## config.mk

```make
export PLATFORM = sky130hd
export DESIGN_NAME = periodic_task_timer_scheduler
export DESIGN_NICKNAME = d
export VERILOG_FILES = /design/src/design/ptts_pkg.sv /design/src/design/ptts_slot_unit.sv /design/src/design/periodic_task_timer_scheduler.sv
export SDC_FILE = /design/constraint.sdc
export NUM_CORES = 1
export LEC_CHECK = 0
export ABC_AREA = 1
export BUFFER_PORTS_ARGS = -buffer_cell sky130_fd_sc_hd__buf_2
export CAP_MARGIN = 10
export CORE_MARGIN = 1
export CORE_UTILIZATION = 29
export CTS_BUF_LIST = sky130_fd_sc_hd__clkbuf_8
export DETAILED_ROUTE_END_ITERATION = 8
export PLACE_DENSITY_LB_ADDON = 0.15
export SLEW_MARGIN = 30
export SYNTH_ARGS = -nofsm -noshare
export SYNTH_HDL_FRONTEND = slang
export SYNTH_SLANG_ARGS = --single-unit
```

## constraint.sdc

```tcl
create_clock -name clk_i -period 5.7 [get_ports clk_i]
set_clock_uncertainty 0.1 [all_clocks]
set_input_delay 0.57 -clock clk_i [delete_from_list [all_inputs] [get_ports clk_i]]
set_output_delay 0.57 -clock clk_i [all_outputs]
set_load 0.05 [all_outputs]
```

## src/design/ptts_pkg.sv

```systemverilog
package ptts_pkg;

  // Table and result sizes.
  localparam int unsigned SLOTS       = 8;
  localparam int unsigned MAX_RESULTS = 8;

  // Index and count widths derived from the sizes above.
  localparam int unsigned SLOT_IW = (SLOTS > 1) ? $clog2(SLOTS) : 1;
  localparam int unsigned SLOT_CW = $clog2(SLOTS + 1);
  localparam int unsigned RES_IW  = (MAX_RESULTS > 1) ? $clog2(MAX_RESULTS) : 1;
  localparam int unsigned RES_CW  = $clog2(MAX_RESULTS + 1);

  // Field widths.
  localparam int unsigned ID_W    = 8;
  localparam int unsigned TICK_W  = 16;
  localparam int unsigned RUNS_W  = 8;
  localparam int unsigned REMC_W  = 4;
  localparam int unsigned IN_DW   = 56;
  localparam int unsigned OUT_DW  = 32;

  // Item opcodes.
  typedef enum logic [1:0] {
    OP_REGISTER   = 2'd0,
    OP_UNREGISTER = 2'd1,
    OP_ELAPSE     = 2'd2,
    OP_NONE       = 2'd3
  } opcode_e;

  // Result kinds.
  typedef enum logic [1:0] {
    KIND_ACK     = 2'd0,
    KIND_FIRED   = 2'd1,
    KIND_NOT_DUE = 2'd2
  } kind_e;

  // Payload of one table entry.
  typedef struct packed {
    logic [ID_W-1:0]   id;
    logic [TICK_W-1:0] period;
    logic [TICK_W-1:0] remaining;
    logic [RUNS_W-1:0] runs_left;
    logic              endless;
  } slot_t;

  // Status of one entry update.
  typedef struct packed {
    logic valid_next;
    logic fire;
    logic retired;
    logic match;
    logic free;
  } slot_ev_t;

endpackage

```

## src/design/ptts_slot_unit.sv

```systemverilog
module ptts_slot_unit import ptts_pkg::*; (
  input  opcode_e           op_i,
  input  logic [ID_W-1:0]   id_i,
  input  logic [TICK_W-1:0] elapsed_i,
  input  logic              valid_i,
  input  slot_t             slot_i,
  output slot_t             slot_o,
  output slot_ev_t          ev_o
);

  logic              due;
  logic [TICK_W-1:0] rem_sub;

  // The shared subtract and compare against the elapsed ticks.
  assign due     = (slot_i.remaining <= elapsed_i);
  assign rem_sub = due ? '0 : (slot_i.remaining - elapsed_i);

  // Update of the entry under the sweep pointer.
  always_comb begin
    slot_o = slot_i;
    ev_o   = '0;
    ev_o.valid_next = valid_i;
    case (op_i)
      OP_REGISTER: begin
        if (valid_i) begin
          slot_o.remaining = rem_sub;
        end else begin
          ev_o.free = 1'b1;
        end
      end
      OP_UNREGISTER: begin
        if (valid_i && (slot_i.id == id_i)) begin
          ev_o.match      = 1'b1;
          ev_o.valid_next = 1'b0;
        end
      end
      OP_ELAPSE: begin
        if (valid_i) begin
          if (due) begin
            ev_o.fire = 1'b1;
            if (!slot_i.endless && (slot_i.runs_left <= RUNS_W'(1))) begin
              ev_o.retired    = 1'b1;
              ev_o.valid_next = 1'b0;
            end else begin
              if (!slot_i.endless) begin
                slot_o.runs_left = slot_i.runs_left - RUNS_W'(1);
              end
              slot_o.remaining = slot_i.period;
            end
          end else begin
            slot_o.remaining = rem_sub;
          end
        end
      end
      default: begin
      end
    endcase
  end

endmodule

```

## src/design/periodic_task_timer_scheduler.sv

```systemverilog
// Periodic task timer scheduler.
// Input channel (s_axis): one transfer carries a command; tuser holds the
// opcode (register, unregister, elapse) and tdata the task fields.
// Output channel (m_axis): each command yields one or more result transfers;
// tuser holds the result kind and tlast marks the final result of a command.
// An elapse gives one result per fired task in slot order, or one "not due"
// result; register and unregister give a single acknowledge.
// Sequence: after acceptance the sweep visits each table slot (SLOTS) in turn
// through the shared update unit, then a load state writes a new entry;
// the results then enter the output register one per cycle while the
// receiver does not stall. The next command is taken once the last
// result sits in the output register.
// Every result carries the smallest remaining count after the command and
// whether any task is active, so results start only after the full sweep.
// Reset empties the table and the output register. When the receiver
// stalls, the output register holds its transfer and the sequencer waits.
module periodic_task_timer_scheduler import ptts_pkg::*; (
  input  logic              clk_i,
  input  logic              rst_ni,
  // tdata: task_id[7:0], period[23:8], repeat_count[31:24], forever_req[32],
  // elapsed[48:33], zero fill above
  input  logic [IN_DW-1:0]  s_axis_tdata_i,
  // tuser: opcode[1:0]
  input  logic [1:0]        s_axis_tuser_i,
  input  logic              s_axis_tvalid_i,
  output logic              s_axis_tready_o,
  // tdata: error_full[0], fired_id[8:1], retired[9], removed_count[13:10],
  // next_due[29:14], timer_active[30], zero fill above
  output logic [OUT_DW-1:0] m_axis_tdata_o,
  // tuser: kind[1:0]
  output logic [1:0]        m_axis_tuser_o,
  output logic              m_axis_tlast_o,
  output logic              m_axis_tvalid_o,
  input  logic              m_axis_tready_i
);

  typedef enum logic [3:0] {
    ST_IDLE  = 4'b0001,
    ST_SWEEP = 4'b0010,
    ST_LOAD  = 4'b0100,
    ST_OUT   = 4'b1000
  } state_e;

  state_e state_q, state_d;

  // Captured command.
  opcode_e           op_q;
  logic [ID_W-1:0]   id_q;
  logic [TICK_W-1:0] period_q;
  logic [RUNS_W-1:0] repeat_q;
  logic              forever_q;
  logic [TICK_W-1:0] elapsed_q;

  // Table.
  logic [SLOTS-1:0]  valid_q;
  slot_t             slot_q [SLOTS];

  // Sweep bookkeeping.
  logic [SLOT_IW-1:0] idx_q, idx_d;
  logic               free_found_q, free_found_d;
  logic [SLOT_IW-1:0] free_idx_q, free_idx_d;
  logic [SLOT_CW-1:0] rm_cnt_q, rm_cnt_d;
  logic [TICK_W-1:0]  min_q, min_d;
  logic               any_q, any_d;

  // Fire records.
  logic [ID_W-1:0]    fire_id_q  [MAX_RESULTS];
  logic               fire_ret_q [MAX_RESULTS];
  logic [RES_CW-1:0]  nfire_q, nfire_d;
  logic [RES_CW-1:0]  rd_q, rd_d;

  // Output register.
  logic               m_valid_q, m_valid_d;
  logic [OUT_DW-1:0]  m_data_q;
  logic [1:0]         m_user_q;
  logic               m_last_q;

  logic      in_xfer;
  logic      sweep_end;
  slot_t     upd_slot;
  slot_ev_t  upd_ev;
  logic      fire_store;
  logic      can_load;

  logic [RES_CW-1:0] n_res;
  kind_e             res_kind;
  logic              res_err;
  logic [ID_W-1:0]   res_id;
  logic              res_ret;
  logic [REMC_W-1:0] res_rem;
  logic              res_last;

  assign s_axis_tready_o = (state_q == ST_IDLE);
  assign in_xfer         = s_axis_tvalid_i && s_axis_tready_o;
  assign sweep_end       = (idx_q == SLOT_IW'(SLOTS - 1));

  ptts_slot_unit u_slot_unit (
    .op_i      (op_q),
    .id_i      (id_q),
    .elapsed_i (elapsed_q),
    .valid_i   (valid_q[idx_q]),
    .slot_i    (slot_q[idx_q]),
    .slot_o    (upd_slot),
    .ev_o      (upd_ev)
  );

  assign fire_store = (state_q == ST_SWEEP) && upd_ev.fire &&
                      (nfire_q < RES_CW'(MAX_RESULTS));
  assign can_load   = !m_valid_q || m_axis_tready_i;

  // Result fields for the record under the read pointer.
  always_comb begin
    if ((op_q == OP_ELAPSE) && (nfire_q != '0)) begin
      n_res = nfire_q;
    end else begin
      n_res = RES_CW'(1);
    end
    res_kind = KIND_ACK;
    res_err  = 1'b0;
    res_id   = '0;
    res_ret  = 1'b0;
    res_rem  = '0;
    case (op_q)
      OP_REGISTER: begin
        res_err = !free_found_q;
      end
      OP_UNREGISTER: begin
        if (rm_cnt_q > SLOT_CW'((1 << REMC_W) - 1)) begin
          res_rem = '1;
        end else begin
          res_rem = REMC_W'(rm_cnt_q);
        end
      end
      OP_ELAPSE: begin
        if (nfire_q != '0) begin
          res_kind = KIND_FIRED;
          res_id   = fire_id_q[rd_q[RES_IW-1:0]];
          res_ret  = fire_ret_q[rd_q[RES_IW-1:0]];
        end else begin
          res_kind = KIND_NOT_DUE;
        end
      end
      default: begin
      end
    endcase
    res_last = (RES_CW'(rd_q + 1'b1) == n_res);
  end

  // Sequencer.
  always_comb begin
    state_d      = state_q;
    idx_d        = idx_q;
    free_found_d = free_found_q;
    free_idx_d   = free_idx_q;
    rm_cnt_d     = rm_cnt_q;
    min_d        = min_q;
    any_d        = any_q;
    nfire_d      = nfire_q;
    rd_d         = rd_q;
    m_valid_d    = m_valid_q;
    if (m_axis_tready_i) begin
      m_valid_d = 1'b0;
    end
    case (state_q)
      ST_IDLE: begin
        if (in_xfer) begin
          state_d      = ST_SWEEP;
          idx_d        = '0;
          free_found_d = 1'b0;
          free_idx_d   = '0;
          rm_cnt_d     = '0;
          min_d        = '0;
          any_d        = 1'b0;
          nfire_d      = '0;
          rd_d         = '0;
        end
      end
      ST_SWEEP: begin
        if (upd_ev.free && !free_found_q) begin
          free_found_d = 1'b1;
          free_idx_d   = idx_q;
        end
        if (upd_ev.match) begin
          rm_cnt_d = rm_cnt_q + 1'b1;
        end
        if (fire_store) begin
          nfire_d = nfire_q + 1'b1;
        end
        if (upd_ev.valid_next && (!any_q || (upd_slot.remaining < min_q))) begin
          min_d = upd_slot.remaining;
          any_d = 1'b1;
        end
        if (sweep_end) begin
          state_d = ST_LOAD;
        end else begin
          idx_d = idx_q + 1'b1;
        end
      end
      ST_LOAD: begin
        if ((op_q == OP_REGISTER) && free_found_q) begin
          any_d = 1'b1;
          if (!any_q || (period_q < min_q)) begin
            min_d = period_q;
          end
        end
        state_d = ST_OUT;
      end
      ST_OUT: begin
        if (can_load) begin
          m_valid_d = 1'b1;
          rd_d      = rd_q + 1'b1;
          if (res_last) begin
            state_d = ST_IDLE;
          end
        end
      end
      default: begin
        state_d = ST_IDLE;
      end
    endcase
  end

  // Control registers.
  always_ff @(posedge clk_i or negedge rst_ni) begin
    if (!rst_ni) begin
      state_q      <= ST_IDLE;
      idx_q        <= '0;
      free_found_q <= 1'b0;
      free_idx_q   <= '0;
      rm_cnt_q     <= '0;
      min_q        <= '0;
      any_q        <= 1'b0;
      nfire_q      <= '0;
      rd_q         <= '0;
      m_valid_q    <= 1'b0;
      valid_q      <= '0;
    end else begin
      state_q      <= state_d;
      idx_q        <= idx_d;
      free_found_q <= free_found_d;
      free_idx_q   <= free_idx_d;
      rm_cnt_q     <= rm_cnt_d;
      min_q        <= min_d;
      any_q        <= any_d;
      nfire_q      <= nfire_d;
      rd_q         <= rd_d;
      m_valid_q    <= m_valid_d;
      if (state_q == ST_SWEEP) begin
        valid_q[idx_q] <= upd_ev.valid_next;
      end else if ((state_q == ST_LOAD) && (op_q == OP_REGISTER) && free_found_q) begin
        valid_q[free_idx_q] <= 1'b1;
      end
    end
  end

  // Command capture.
  always_ff @(posedge clk_i) begin
    if (in_xfer) begin
      op_q      <= opcode_e'(s_axis_tuser_i);
      id_q      <= s_axis_tdata_i[7:0];
      period_q  <= s_axis_tdata_i[23:8];
      repeat_q  <= s_axis_tdata_i[31:24];
      forever_q <= s_axis_tdata_i[32];
      elapsed_q <= s_axis_tdata_i[48:33];
    end
  end

  // Table payload: written back during the sweep, loaded after it.
  always_ff @(posedge clk_i) begin
    if (state_q == ST_SWEEP) begin
      slot_q[idx_q] <= upd_slot;
    end else if ((state_q == ST_LOAD) && (op_q == OP_REGISTER) && free_found_q) begin
      slot_q[free_idx_q] <= '{id:        id_q,
                              period:    period_q,
                              remaining: period_q,
                              runs_left: repeat_q,
                              endless:   forever_q};
    end
  end

  // Fire records in slot order.
  always_ff @(posedge clk_i) begin
    if (fire_store) begin
      fire_id_q[nfire_q[RES_IW-1:0]]  <= slot_q[idx_q].id;
      fire_ret_q[nfire_q[RES_IW-1:0]] <= upd_ev.retired;
    end
  end

  // Output payload register.
  always_ff @(posedge clk_i) begin
    if ((state_q == ST_OUT) && can_load) begin
      m_data_q <= {1'b0, any_q, min_q, res_rem, res_ret, res_id, res_err};
      m_user_q <= res_kind;
      m_last_q <= res_last;
    end
  end

  assign m_axis_tvalid_o = m_valid_q;
  assign m_axis_tdata_o  = m_data_q;
  assign m_axis_tuser_o  = m_user_q;
  assign m_axis_tlast_o  = m_last_q;

endmodule

```

# [Word-level counts from Yosys, hierarchy flattened]
# Memory sizes are Yosys's and may differ from the RTL's. A register that Yosys moved wholly into a read port is not among the register bits.
# Index checks and enable logic that the tools add are counted.
[totals] inputBits=62 n_memories=3 output_inout_bits=37 ramBits=464 reg_bits=125
[mem_list] name="slot_q" words=8 word_bits=49 read_ports=1 rd_ports_with_merged_regs=0 wr=1 line_no="periodic_task_timer_scheduler.sv:56" rtl="slot_t slot_q [SLOTS];"
[mem_list] name="fire_id_q" words=8 word_bits=8 read_ports=1 rd_ports_with_merged_regs=1 wr=1 line_no="periodic_task_timer_scheduler.sv:67" rtl="logic [ID_W-1:0] fire_id_q [MAX_RESULTS];"
[mem_list] name="fire_ret_q" words=8 word_bits=1 read_ports=1 rd_ports_with_merged_regs=1 wr=1 line_no="periodic_task_timer_scheduler.sv:68" rtl="logic fire_ret_q [MAX_RESULTS];"
[op_classes] add_sub_neg=6 n_lt_le_gt_ge=10 n_mux=73 eq_ne=20 n_bitwise=1 n_reduce_logical=39
[ops] op="$mux 16" count=7
[ops] op="$mux 49" count=1
[ops] op="$reduce_or 49->1" count=1
[ops] op="$mux 24" count=2
[ops] op="$pmux 16 s3" count=1
[ops] op="$mux 4" count=10
[ops] op="$mux 8" count=5
[ops] op="$lt 16x16->1" count=2
[ops] op="$pmux 16 s2" count=1
[ops] op="$mux 1" count=25
[ops] op="$pmux 4 s2" count=3
[ops] op="$mux 3" count=6
[ops] op="$ne 2x2->1 const B" count=9
[ops] op="$le 16x16->1" count=1
[ops] op="$pmux 4 s4" count=1
[ops] op="$sub 16x16->16" count=1
[ops] op="$reduce_and 3->1" count=5
[ops] op="$logic_and 1x1->1" count=14
[ops] op="$add 4x1->4 const B" count=3
[ops] op="$pmux 3 s2" count=2
[ops] op="$bwmux 8" count=1
[ops] op="$eq 8x8->1" count=1
[ops] op="$le 8x1->1 const B" count=1
[ops] op="$lt 3x4->1 const B" count=2
[ops] op="other kinds (29)" count=44

# [Depth between registers and ports, before layout]
# An unclocked memory read counts as a cell.
[depth] ltp_word=12 ltp_mapped=41 mapped_depth_nobuf=36

# [Hierarchy]
# A second synthesis with hierarchy kept.
[hier_totals] hier_cells=2300 area_unflattened_um2=26102.5
[by_module_without_submodules] module="periodic_task_timer_scheduler" n_inst=1 area_per_inst_um2=23804.1 cells_per_inst=1852
[by_module_without_submodules] module="ptts_slot_unit" n_inst=1 area_per_inst_um2=2298.5 cells_per_inst=448

# [Worst setup path before layout]
# No wires, ideal clock.
[synth_timing] kind="reg-to-reg" start="register state_q[0]" end="register rm_cnt_q[3]" synth_period_minus_slack_ps=5522 setup_slack_ps=178 setup_ps=245 path_stages_with_launch=11 arrival_time_ps=5177 path_cell_list="dfstp_2 inv_1 nor3_1 inv_1 nor2_1 inv_1 nand2_1 nand2_1 nor2_1 xnor2_1 nor2_1"
[synth_via] elab_chain_cells=4
[synth_rtl] element="start, declared" line_no="periodic_task_timer_scheduler.sv:44" rtl="state_e state_q, state_d;"
[synth_rtl] element="start signal, assigned" line_no="periodic_task_timer_scheduler.sv:238" rtl="state_q <= state_d;"
[synth_rtl] element="$eq 4x1->1" line_no="periodic_task_timer_scheduler.sv:93" rtl="assign s_axis_tready_o = (state_q == ST_IDLE);"
[synth_rtl] element="named net s_axis_tready_o" line_no="periodic_task_timer_scheduler.sv:26" rtl="output logic s_axis_tready_o,"
[synth_rtl] element="$logic_and 1x1->1" line_no="periodic_task_timer_scheduler.sv:94" rtl="assign in_xfer = s_axis_tvalid_i && s_axis_tready_o;"
[synth_rtl] element="named net in_xfer" line_no="periodic_task_timer_scheduler.sv:78" rtl="logic in_xfer;"
[synth_rtl] element="$ne 2x1->1 (no source line)"
[synth_rtl] element="$reduce_and 3->1 (no source line)"
[synth_rtl] element="end signal, assigned" line_no="periodic_task_timer_scheduler.sv:242" rtl="rm_cnt_q <= rm_cnt_d;"
[synth_rtl] element="end, declared" line_no="periodic_task_timer_scheduler.sv:62" rtl="logic [SLOT_CW-1:0] rm_cnt_q, rm_cnt_d;"
# The timed path passes the listed nets, and every way through them passes these cells.
# A chain may end at the register's enable or synchronous reset.

# [Final worst setup path]
[layout_timing] start="register idx_q[0]" end="register min_q[2]"
[layout_via] elab_chain_cells=12
[layout_rtl] element="start, declared" line_no="periodic_task_timer_scheduler.sv:59" rtl="logic [SLOT_IW-1:0] idx_q, idx_d;"
[layout_rtl] element="start signal, assigned" line_no="periodic_task_timer_scheduler.sv:239" rtl="idx_q <= idx_d;"
[layout_rtl] element="branches (longest 12 deep; another with $mem_v2 8x49)"
[layout_rtl] element="end signal, assigned" line_no="periodic_task_timer_scheduler.sv:243" rtl="min_q <= min_d;"
[layout_rtl] element="end, declared" line_no="periodic_task_timer_scheduler.sv:63" rtl="logic [TICK_W-1:0] min_q, min_d;"
# Parallel ways; which one is timed is not known. The select of a mux whose other input is x is not followed.

==> impl_metrics.py <==
metrics = {
    "outcome": {
        "status": "complete, but fails checks",
        "violations": "design-rule violations",
    },
    "critical_path": {
        "arrival_ns": 5.86,
        "path_class": "register to register",
        "worst-path-stages": 34,
        "slowest_delay_ns": 0.55,
        "crit_family": "simple AND/OR/NAND/NOR gates",
        "critPathMostFrequentCell": "nand2_1",
        "critical-path-slowest-cell": "dfrtp_4",
        "cp_num_buf_inv": 6,
        "start_kind": "register",
        "reg2regPathDepth": 34,
        "cp-end-kind": "register",
        "worstPathRequired_ns": 6.24,
        "path_max_fanout": 17,
        "r2r-end": "min_q[2]",
        "regToRegStartpoint": "idx_q[0]",
        "r2r_slack_ns": 0.38,
    },
    "global_route": {
        "gr-total-overflow": 0,
        "antenna_found_initial": 1,
        "grt_pass1_wl_um": 116000,
        "grtUsageTotal_pct": 17.3,
        "grt_pass1_vias": 18057,
        "grt_max_degree": 61,
    },
    "floorplanning": {
        "die-area_um2": 90500,
        "initial_core_util_pct": 29.3,
        "rows": 109,
        "placeableCoreArea_um2": 88400,
        "die_w_um": 301,
        "die_height_um": 301,
        "num_io_pins": 99,
    },
    "placed_design": {
        "io_buffers": 90,
        "placed_area_um2": 28400,
        "hpwl_um": 49900,
        "finalWeightedCongestion": 0.838,
    },
    "detailed_routing": {
        "dr.first_iter.drc_count": 1289,
        "routedWlPerCell_um": 21.0,
        "vias_per_cell": 4.75,
        "antenna_left": 0,
        "dr.pass1.iters": 8,
        "drc_errors": 1,
        "via_count": 17731,
        "drt-total-wl_um": 78400,
    },
    "clocking": {
        "insertion_delay_ns": 0.72,
        "clk_path_buf_depth": 3,
        "path_clk_slew_ns": 0.06,
        "cts.htree.levels": 3,
        "cts_buffers": 105,
        "cts_tree": "yes",
        "clock_sinks": 598,
        "cts_root_buf": "clkbuf_8",
    },
    "synthesis": {
        "synth_nets": 2343,
        "yosys.area.top_type_share_pct": 63.6,
        "syn_inst": 2223,
        "synthArstFlopShare_pct": 8.19,
        "yosys_warnings": 0,
        "yosys_most_used_dff": "edfxtp_1",
        "avgSynthCellArea_um2": 11.7,
        "yosys-top-cells-area": "edfxtp_1 (64%), nand2_1 (5.1%), o21ai_0 (5.1%)",
        "synth_edf_count": 549,
        "ys_seq_area_share_pct": 68.4,
        "netlist_area_um2": 25900,
        "ys_types": 57,
        "synth_top_area_cell": "edfxtp_1",
        "ys_seq_elements": 598,
    },
    "worst_hold_path": {
        "min_from": "s_axis_tvalid_i",
        "min_path_cells": 4,
        "hold_path_end": "state_q[0]",
        "hp-class": "input pin to register",
    },
    "timing": {
        "setup_viol": 0,
        "fin_crit_ns": 5.32,
        "holdWs_ns": 0.0931,
        "achievable-frequency_ghz": 0.188,
        "worst-slew-pin-transition_ns": 0.949,
        "min_period_over_period_pct": 93.4,
        "final_hold_viol_count": 0,
        "relSlewSlack_pct": 36.7,
        "drv_slew": 0,
    },
    "final_layout": {
        "n_antenna_cell": 0,
        "final_util_pct": 35.2,
        "area_growth_pct": 20.2,
        "final_layout_size_suffix_gt1_share_pct": 15.8,
        "layout.nets": 2598,
        "final_common_cell": "edfxtp_1",
        "final_cell_mix": "edfxtp_1 (549), nand2_1 (351), nor2_1 (262)",
        "design_area_um2": 31100,
        "fillers": 8837,
    },
    "pwr": {
        "power.density_nw_per_um2": 582,
        "leakagePower_nw": 11.7,
        "ir_drop_mv": 0.289,
        "p_total_mw": 18.1,
    },
    "run": {
        "cap_violations": 0,
    },
}
tightest hold or removal path: stages:
cell and delay [ns]:
buf_2 0.10, nor2_1 0.04, inv_1 0.08, o21ai_0 0.10
where the power goes:
part           leakage (nW)  switching, mW  internal (mW)  total (mW)
Combinational          4.90           5.28           2.28        7.56
Clock                  1.18           1.81           2.01        3.82
Sequential             5.64          0.296           6.43        6.73
Total                  11.7           7.39           10.7        18.1
cells by family (layout without fill, tap and decap cells):
group	count (synthesis)	after routing	share of synthesized area, %
XOR/XNOR	36	36	1.22
AO/OA/AOI/OAI	477	477	10.7
buffers and inverters	284	628	4.45
adder cells (fa/ha/maj)	58	58	2.83
AND/OR/NAND/NOR	769	770	12.4
other	1	1	0.0145
flip-flops	598	598	68.4
synth_stat cells (4+ instances only):
cell type    n
o21ai_1     20
a221oi_1     4
nand2_1    354
buf_2       32
xor2_1      28
inv_2        5
nor3b_1      4
a21oi_1     49
or2_2        8
ha_1        57
nor2_1     273
dfrtp_1     48
edfxtp_1   549
o211ai_1    21
o221a_2      4
nor4_1       6
o21ai_0    265
buf_4        6
inv_1      178
nand4_1     23
a211oi_1    15
xnor2_1      8
nor2_2       4
clkinv_1     4
o32ai_1     14
a21o_1       4
nand3_1     57
o22ai_1     38
o211ai_2     4
a31oi_1     20
o221ai_1     4
clkbuf_1    54
nor2_4       6
nor3_1      20
flip-flops by register name (all words and copies together), names as in the netlist, 8 cells and up:
name            cells
slot_q            392
fire_id_q          64
m_axis_tdata_o     31
elapsed_q          16
min_q              16
period_q           16
fire_ret_q          8
id_q                8
repeat_q            8
valid_q             8
worst max path at each step:
stage | startpoint | to
2_1_floorplan | state_q[0] | rm_cnt_q[3]
3_3_place_gp | idx_q[1] | min_q[11]
3_5_place_dp | idx_q[1] | min_q[11]
4_1_cts | idx_q[1] | min_q[2]
5_1_grt | idx_q[1] | min_q[2]
6_report | idx_q[0] | min_q[2]
through the flow:
stage | std cells | TNS (ns) | setup slack, ns
floorplan | 2223 | 0 | 0.178
global placement | 3476 | 0 | 0.00988
detailed placement | 3478 | -0.113 | -0.0216
CTS | 3728 | 0 | 0.00439
global route | 3733 | -0.0111 | -0.00503
finish | 3733 | 0 | 0.376
routing by layer:
| layer | global-route usage [%] | share of wire (%) | vias to the layer above |
|---|---|---|---|
| met1 | 22.8 | 45 | 8780 |
| met3 | 2.89 | 4.1 | 112 |
| li1 | - | - | 8429 |
| met4 | 5.15 | 2.3 | 0 |
| met2 | 29.1 | 49 | 410 |
| met5 | 0 | 0 | - |
area by class of cell:
| type | instances | area, µm² | area share, % |
|---|---|---|---|
| inverter | 188 | 713 | 2.29 |
| clock inverter | 81 | 443 | 1.42 |
| tap | 1165 | 1460 | 4.68 |
| clock buffer | 116 | 1600 | 5.13 |
| multi-input combinational | 1342 | 7200 | 23.1 |
| timing repair buffer | 243 | 1990 | 6.40 |
| sequential | 598 | 17700 | 56.9 |
timing repair:
action                                  4_1_cts  5_1_grt
hold buffers                                 53        0
gates resized for setup                       1       30
pin swaps                                     0        3
hold endpoints to repair                    100        0
endpoints found under the setup margin       17       17
setup buffers                                 0        4
gates cloned                                  0        1
Power figures use the tool's default switching activity.
